`src/hw/rtl/sstf_pkg.sv`:
```
// Shared types and constants for the shortest-seek-time-first disk scheduler.
// No dependencies.
`default_nettype none
package sstf_pkg;
   localparam int PORT_TRACK_BITS = 12;
   localparam int MOVE_BITS = 18;
   localparam logic [MOVE_BITS-1:0] MOVE_MAX = 18'h3FFFF;

   localparam logic OP_LOAD = 1'b0;
   localparam logic OP_RUN  = 1'b1;

   typedef enum logic [1:0] {
      ST_IDLE,
      ST_SCAN,
      ST_EMIT
   } state_type;

   // Control shared by every cell of the ring.
   typedef struct packed {
      logic shift;
      logic clear;
   } cell_ctrl_type;
endpackage
`default_nettype wire

```
`src/hw/rtl/sstf_cell.sv`:
```
// One storage cell of the request ring: a track and its pending flag.
// Depends on sstf_pkg for the ring control struct.
`default_nettype none
module sstf_cell #(
   parameter int TRACK_BITS = 12
) (
   input  wire                       clock,
   input  wire                       reset,
   input  wire sstf_pkg::cell_ctrl_type ctrl,
   input  wire                       load_en,
   input  wire  [TRACK_BITS-1:0]     load_track,
   input  wire  [TRACK_BITS-1:0]     in_track,
   input  wire                       in_valid,
   output logic [TRACK_BITS-1:0]     track_out,
   output logic                      valid_out
);
   logic [TRACK_BITS-1:0] track_ff, track_in;
   logic                  valid_ff, valid_in;

   always_comb begin
      track_in = track_ff;
      valid_in = valid_ff;
      if (ctrl.clear) begin
         valid_in = 1'b0;
      end else if (ctrl.shift) begin
         track_in = in_track;
         valid_in = in_valid;
      end else if (load_en) begin
         track_in = load_track;
         valid_in = 1'b1;
      end
   end

   always_ff @(posedge clock) begin
      if (reset) begin
         valid_ff <= 1'b0;
      end else begin
         valid_ff <= valid_in;
      end
      track_ff <= track_in;
   end

   assign track_out = track_ff;
   assign valid_out = valid_ff;
endmodule
`default_nettype wire

```
`src/hw/rtl/sstf_disk_scheduler_unit.sv`:
```
// Top level of the shortest-seek-time-first disk scheduler.
// Depends on sstf_pkg and sstf_cell.
`default_nettype none
// Load beats (op 0) store one request track each in the next free cell of a
// ring of MAX_REQUESTS cells; loads beyond a full store are dropped. A run
// beat (op 1) gives the starting head position and serves every stored
// request, nearest first, lower track first on equal distance, one result
// beat per request with the running movement total (saturating) and a last
// flag on the final one. To find each nearest request the ring rotates once
// past a single comparator at cell 0 during the scan state; the emit state
// then sends the result, waiting while the result output is stalled. The
// request side stalls for the whole run; a run with no stored requests emits
// nothing. The store is empty again after every run.
module sstf_disk_scheduler_unit #(
   parameter int MAX_REQUESTS = 64,
   parameter int TRACK_BITS   = 12
) (
   input  wire         clock,
   input  wire         reset,
   input  wire         req_valid,
   output logic        req_stall,
   input  wire         req_op,
   input  wire  [11:0] req_track,
   output logic        rsp_valid,
   input  wire         rsp_stall,
   output logic [11:0] rsp_served_track,
   output logic [17:0] rsp_total_movement,
   output logic        rsp_last
);
   localparam int CW = $clog2(MAX_REQUESTS + 1);
   localparam int PW = (MAX_REQUESTS > 1) ? $clog2(MAX_REQUESTS) : 1;
   localparam int MB = sstf_pkg::MOVE_BITS;

   sstf_pkg::state_type state_ff, state_in;
   logic [CW-1:0]         count_ff, count_in;
   logic [CW-1:0]         remain_ff, remain_in;
   logic [PW-1:0]         pos_ff, pos_in;
   logic [PW-1:0]         best_pos_ff, best_pos_in;
   logic [PW-1:0]         kill_pos_ff, kill_pos_in;
   logic                  kill_en_ff, kill_en_in;
   logic                  found_ff, found_in;
   logic [TRACK_BITS-1:0] best_trk_ff, best_trk_in;
   logic [TRACK_BITS-1:0] best_dist_ff, best_dist_in;
   logic [TRACK_BITS-1:0] head_ff, head_in;
   logic [MB-1:0]         sum_ff, sum_in;

   logic                  rsp_valid_ff, rsp_valid_in;
   logic [11:0]           rsp_trk_ff, rsp_trk_in;
   logic [MB-1:0]         rsp_mov_ff, rsp_mov_in;
   logic                  rsp_last_ff, rsp_last_in;

   sstf_pkg::cell_ctrl_type ctrl;
   logic [TRACK_BITS-1:0] cell_trk [MAX_REQUESTS];
   logic                  cell_vld [MAX_REQUESTS];
   logic [TRACK_BITS-1:0] in_trk;
   logic                  wrap_vld;
   logic                  accept, do_load;
   logic [TRACK_BITS-1:0] seek_dist;
   logic [MB:0]           sum_wide;
   logic                  out_free;

   assign in_trk = TRACK_BITS'(req_track);
   assign accept = req_valid && !req_stall;
   assign do_load = accept && (req_op == sstf_pkg::OP_LOAD) &&
                    (count_ff < CW'(MAX_REQUESTS));
   assign out_free = !rsp_valid_ff || !rsp_stall;

   // The request served in the previous pass is dropped as it wraps around.
   assign wrap_vld = cell_vld[0] && !(kill_en_ff && pos_ff == kill_pos_ff);

   genvar g;
   generate
      for (g = 0; g < MAX_REQUESTS; g++) begin : g_cell
         logic [TRACK_BITS-1:0] nxt_trk;
         logic                  nxt_vld;
         if (g == MAX_REQUESTS - 1) begin : g_wrap
            assign nxt_trk = cell_trk[0];
            assign nxt_vld = wrap_vld;
         end else begin : g_mid
            assign nxt_trk = cell_trk[g+1];
            assign nxt_vld = cell_vld[g+1];
         end
         sstf_cell #(.TRACK_BITS(TRACK_BITS)) u_cell (
            .clock      (clock),
            .reset      (reset),
            .ctrl       (ctrl),
            .load_en    (do_load && count_ff == CW'(g)),
            .load_track (in_trk),
            .in_track   (nxt_trk),
            .in_valid   (nxt_vld),
            .track_out  (cell_trk[g]),
            .valid_out  (cell_vld[g])
         );
      end
   endgenerate

   assign seek_dist = (head_ff >= cell_trk[0]) ? head_ff - cell_trk[0]
                                                : cell_trk[0] - head_ff;
   assign sum_wide = {1'b0, sum_ff} + (MB+1)'(best_dist_ff);

   always_comb begin
      state_in     = state_ff;
      count_in     = count_ff;
      remain_in    = remain_ff;
      pos_in       = pos_ff;
      best_pos_in  = best_pos_ff;
      kill_pos_in  = kill_pos_ff;
      kill_en_in   = kill_en_ff;
      found_in     = found_ff;
      best_trk_in  = best_trk_ff;
      best_dist_in = best_dist_ff;
      head_in      = head_ff;
      sum_in       = sum_ff;
      rsp_valid_in = rsp_valid_ff && rsp_stall;
      rsp_trk_in   = rsp_trk_ff;
      rsp_mov_in   = rsp_mov_ff;
      rsp_last_in  = rsp_last_ff;
      ctrl         = '0;
      req_stall    = (state_ff != sstf_pkg::ST_IDLE);
      unique case (state_ff)
         sstf_pkg::ST_IDLE: begin
            if (do_load) begin
               count_in = count_ff + 1'b1;
            end
            if (accept && req_op == sstf_pkg::OP_RUN) begin
               head_in    = in_trk;
               sum_in     = '0;
               kill_en_in = 1'b0;
               pos_in     = '0;
               found_in   = 1'b0;
               remain_in  = count_ff;
               if (count_ff != '0) begin
                  state_in = sstf_pkg::ST_SCAN;
               end
            end
         end
         sstf_pkg::ST_SCAN: begin
            ctrl.shift = 1'b1;
            if (wrap_vld && (!found_ff || seek_dist < best_dist_ff ||
                (seek_dist == best_dist_ff && cell_trk[0] < best_trk_ff))) begin
               found_in     = 1'b1;
               best_pos_in  = pos_ff;
               best_trk_in  = cell_trk[0];
               best_dist_in = seek_dist;
            end
            if (pos_ff == PW'(MAX_REQUESTS - 1)) begin
               pos_in   = '0;
               state_in = sstf_pkg::ST_EMIT;
            end else begin
               pos_in = pos_ff + 1'b1;
            end
         end
         sstf_pkg::ST_EMIT: begin
            if (out_free) begin
               sum_in       = sum_wide[MB] ? sstf_pkg::MOVE_MAX : sum_wide[MB-1:0];
               head_in      = best_trk_ff;
               kill_pos_in  = best_pos_ff;
               kill_en_in   = 1'b1;
               found_in     = 1'b0;
               remain_in    = remain_ff - 1'b1;
               rsp_valid_in = 1'b1;
               rsp_trk_in   = 12'(best_trk_ff);
               rsp_mov_in   = sum_wide[MB] ? sstf_pkg::MOVE_MAX : sum_wide[MB-1:0];
               rsp_last_in  = (remain_ff == CW'(1));
               if (remain_ff == CW'(1)) begin
                  ctrl.clear = 1'b1;
                  count_in   = '0;
                  state_in   = sstf_pkg::ST_IDLE;
               end else begin
                  state_in = sstf_pkg::ST_SCAN;
               end
            end
         end
         default: begin
            state_in = sstf_pkg::ST_IDLE;
         end
      endcase
   end

   always_ff @(posedge clock) begin
      if (reset) begin
         state_ff     <= sstf_pkg::ST_IDLE;
         count_ff     <= '0;
         remain_ff    <= '0;
         pos_ff       <= '0;
         kill_en_ff   <= 1'b0;
         found_ff     <= 1'b0;
         head_ff      <= '0;
         sum_ff       <= '0;
         rsp_valid_ff <= 1'b0;
      end else begin
         state_ff     <= state_in;
         count_ff     <= count_in;
         remain_ff    <= remain_in;
         pos_ff       <= pos_in;
         kill_en_ff   <= kill_en_in;
         found_ff     <= found_in;
         head_ff      <= head_in;
         sum_ff       <= sum_in;
         rsp_valid_ff <= rsp_valid_in;
      end
      best_pos_ff  <= best_pos_in;
      kill_pos_ff  <= kill_pos_in;
      best_trk_ff  <= best_trk_in;
      best_dist_ff <= best_dist_in;
      rsp_trk_ff   <= rsp_trk_in;
      rsp_mov_ff   <= rsp_mov_in;
      rsp_last_ff  <= rsp_last_in;
   end

   assign rsp_valid          = rsp_valid_ff;
   assign rsp_served_track   = rsp_trk_ff;
   assign rsp_total_movement = rsp_mov_ff;
   assign rsp_last           = rsp_last_ff;
endmodule
`default_nettype wire

```
`config.mk`:
```
export PLATFORM = sky130hd
export DESIGN_NAME = sstf_disk_scheduler_unit
export DESIGN_NICKNAME = d
export VERILOG_FILES = /design/src/hw/rtl/sstf_pkg.sv /design/src/hw/rtl/sstf_cell.sv /design/src/hw/rtl/sstf_disk_scheduler_unit.sv
export SDC_FILE = /design/constraint.sdc
export NUM_CORES = 1
export LEC_CHECK = 0
export BUFFER_PORTS_ARGS = -buffer_cell sky130_fd_sc_hd__buf_4
export CAP_MARGIN = 10
export CORE_ASPECT_RATIO = 1.1
export CORE_MARGIN = 3
export CORE_UTILIZATION = 35
export CTS_CLUSTER_SIZE = 28
export DETAILED_ROUTE_END_ITERATION = 8
export GPL_ROUTABILITY_DRIVEN = 0
export PLACE_DENSITY = 0.52
export SLEW_MARGIN = 5
export SYNTH_ARGS = -nofsm -noshare
export SYNTH_HDL_FRONTEND = slang
export SYNTH_SLANG_ARGS = --single-unit
export TNS_END_PERCENT = 20
```
`constraint.sdc`:
```
create_clock -name clock -period 7.3 [get_ports clock]
set_clock_uncertainty 0.2 [all_clocks]
set_input_delay 1.095 -clock clock [delete_from_list [all_inputs] [get_ports clock]]
set_output_delay 1.095 -clock clock [all_outputs]
set_load 0.02 [all_outputs]
```
==> metrics <==
status=completed; vias in the first global route=23914; non-filler cells, final=approximately 4400; crit path DAT=~5.8 ns; # Max-Cap Violations=0; CTS root buf=clkbuf_16; commonest cells after routing, fill and taps aside=edfxtp_1, a21o_1, nor2_1, dfxtp_1, o21ai_1; Post-Syn Area per Cell=around 14 um2; Fill cells=approximately 10000; CP dominant cell by count=a21o_1; initial antenna violation count=0; Syn Inst Count=between 2000 and 3000; final worst path period share=roughly four fifths; Worst-Skew Late Latency=between 0.6 and 0.7 ns; I/O pins=50; Mapped Area=just under 40000 um2; gr usage total=15.3%; setup violators final=0; clock-pin transition on the worst setup and hold timing paths=approximately 0.06 ns; Clock Sink Count=about 950; Placed Instances=4221; layout cell share with drive strength beyond 1=a little under a tenth; Diodes inserted=0; max-slew violations=0; setup TNS=0 ns; worst-path fanout max=30; total power=12.1 mW; cell family with most CP delay=compound AO/OA/AOI/OAI gates; sequential area share after synthesis=a little over two thirds; TritonCTS clock tree=yes; PD cells=271 nW/um2; Detail Route Antenna Nets=0; Simple-Gate Fraction of Synth Area=under 10%; Place WS=1.57 ns; Via density=about 5.2; Final WS setup=approximately 1.6 ns; top cell type's share of synthesized area=between 60 and 70%; Synth Flop Type=edfxtp_1; critical path cell sequence=ha_1 -> inv_1 -> fa_1 -> nand3_1 -> a31oi_1 -> o2111a_1 -> a2111oi_4 -> mux2i_1 -> xnor2_1 -> ha_1 -> a21o_1 -> a21o_1 -> a21o_1 -> a211oi_1 -> a21oi_1 -> a21oi_4; Async SR Flop Fraction=0%; Fin. Hold Viols=0; # hold bufs at CTS=0; worst rel slew slack=18.7%; Max clock buf depth=3; Initial DRT Pass Iterations=5; Yosys reg bits=about 950; Initial Util=a little over a third; Core Region=111000 um2; crit path kind=register to register; fin area=approximately 45000 um2; via count=22938; PortBufs=roughly 50; crit path buf inv count=1; DIE AREA=about 120000 um2; H-tree lvl count=3; Crit-path slowest cell=a2111oi_4; pin count of the biggest net entering global routing=roughly 230; synth top area cells=edfxtp_1, a21o_1, dfxtp_1, ha_1, o21ai_0; Critical Path End Type=register; required time of the critical path=7.37 ns; chip width=between 300 and 400 um; Critical Path Max Stage Delay=0.89 ns; CP Launch Type=register; Final HPWL DP=50200 um; Syn Nets=~3000; Max Clk Rate=175 MHz; first-pass GRT wire length=approximately 140000 um; RSZ-0062 raised after global routing=no; worst min-delay path class=register to register; most common cell after layout, fill and taps aside=edfxtp_1; DRC violations left=0; grt ovf=0; Post-CTS Resized=0; drt initial violations=~1700; compound-cell area share of the yosys netlist=between 20% and 30%; nets=between 2000 and 3000; fin crit period=between 5 and 6 ns; routed len/inst=approximately 20 um; Post-Synth XOR/XNOR Area=less than 1%; Yosys warnings=0; Leak=around 18 nW; Slew @ Worst Pin=1.22 ns; Detailed Route WL=~90000 um; Post-synth EDFFs=between 800 and 900; post-CTS setup buffers=0; total CTS buffers=slightly below 100; die outline height=approximately 360 um; multiplexer share of the synthesized area=less than 1%; Final Core Density=between 30 and 40%; largest family of logic cells by synthesized area=compound AO/OA/AOI/OAI gates; Hold WS=0.219 ns; Synth cell types=70; VDD IR max=0.000163 V; placed inst area=around 41000 um2; Row Count=approximately 130; cell accounting for the most synthesized area=edfxtp_1; Post-Synth Adder-Cell Area=about 2.2%; post-synthesis to final-layout area growth=12.4%
layer usage:
metal / GRT usage [%] / part of all wire, % / vias up
li1: - / - / 10607
met1: 20.4 / 45 / 11736
met2: 25.8 / 48 / 453
met3: 2.02 / 3.7 / 142
met4: 5.23 / 2.7 / 0
met5: 0 / 0 / -
power by group:
group | switching (mW) | internal, mW | leakage [nW] | total, mW
logic | 0.529 | 0.339 | 8.30 | 0.867
registers | 0.0520 | 6.12 | 8.51 | 6.17
clock network | 2.12 | 2.90 | 1.59 | 5.02
total | 2.70 | 9.35 | 18.4 | 12.1
layout make-up:
type,count,area [um2],area share (%)
Tap cell,1495,1870,4.20
Inverter,62,233,0.523
Multi-Input combinational cell,1622,11000,24.8
Clock buffer,120,2640,5.93
Sequential cell,954,27500,61.7
Clock inverter,64,593,1.33
Timing Repair Buffer,88,673,1.51
flip-flops by register name, indices dropped and copies added, names as in the netlist, 2 cells and up:
register / flops
head_ff: 12
count_ff: 7
best_pos_ff: 6
g_cell.u_cell.track_out: 768
sum_ff: 18
rsp_total_movement: 18
pos_ff: 6
remain_ff: 7
best_dist_ff: 12
best_trk_ff: 12
kill_pos_ff: 6
g_cell.u_cell.valid_out: 64
rsp_served_track: 12
state_ff: 2
synthesized netlist by cell type (7+ instances only):
master      n
a311oi_1   15
mux2i_1    11
o21bai_1    7
buf_2      26
nor2_1    188
a211oi_1   12
a21oi_1    44
dfxtp_1   119
o21a_1     12
nand4_1     9
o21ai_1    71
clkbuf_1  141
edfxtp_1  835
o21ai_0   154
nand2_1    83
inv_1      61
ha_1       65
and2_1     14
xor2_1     13
nand3_1    14
buf_1      70
xnor2_1    14
a22o_1     10
a21o_1    793
kinds of logic (layout without fill, tap and decap cells):
family	Yosys count	in the layout
mux	14	14
flops	954	954
buf+inv	300	334
xor+xnor	27	27
fa+ha+maj	68	68
compound gates	1157	1157
simple gates	356	356
final timing paths:
kind | startpoint | endpoint | slack, ns | depth (start not counted)
max | g_cell[0].u_cell.track_out[0] | best_trk_ff[9] | 1.59 | 16
min | best_pos_ff[5] | kill_pos_ff[5] | 0.22 | 0
max reg2reg | g_cell[0].u_cell.track_out[0] | best_trk_ff[9] | 1.59 | 16
min reg2reg | best_pos_ff[5] | kill_pos_ff[5] | 0.22 | 0
(Power assumes the default switching activity.)
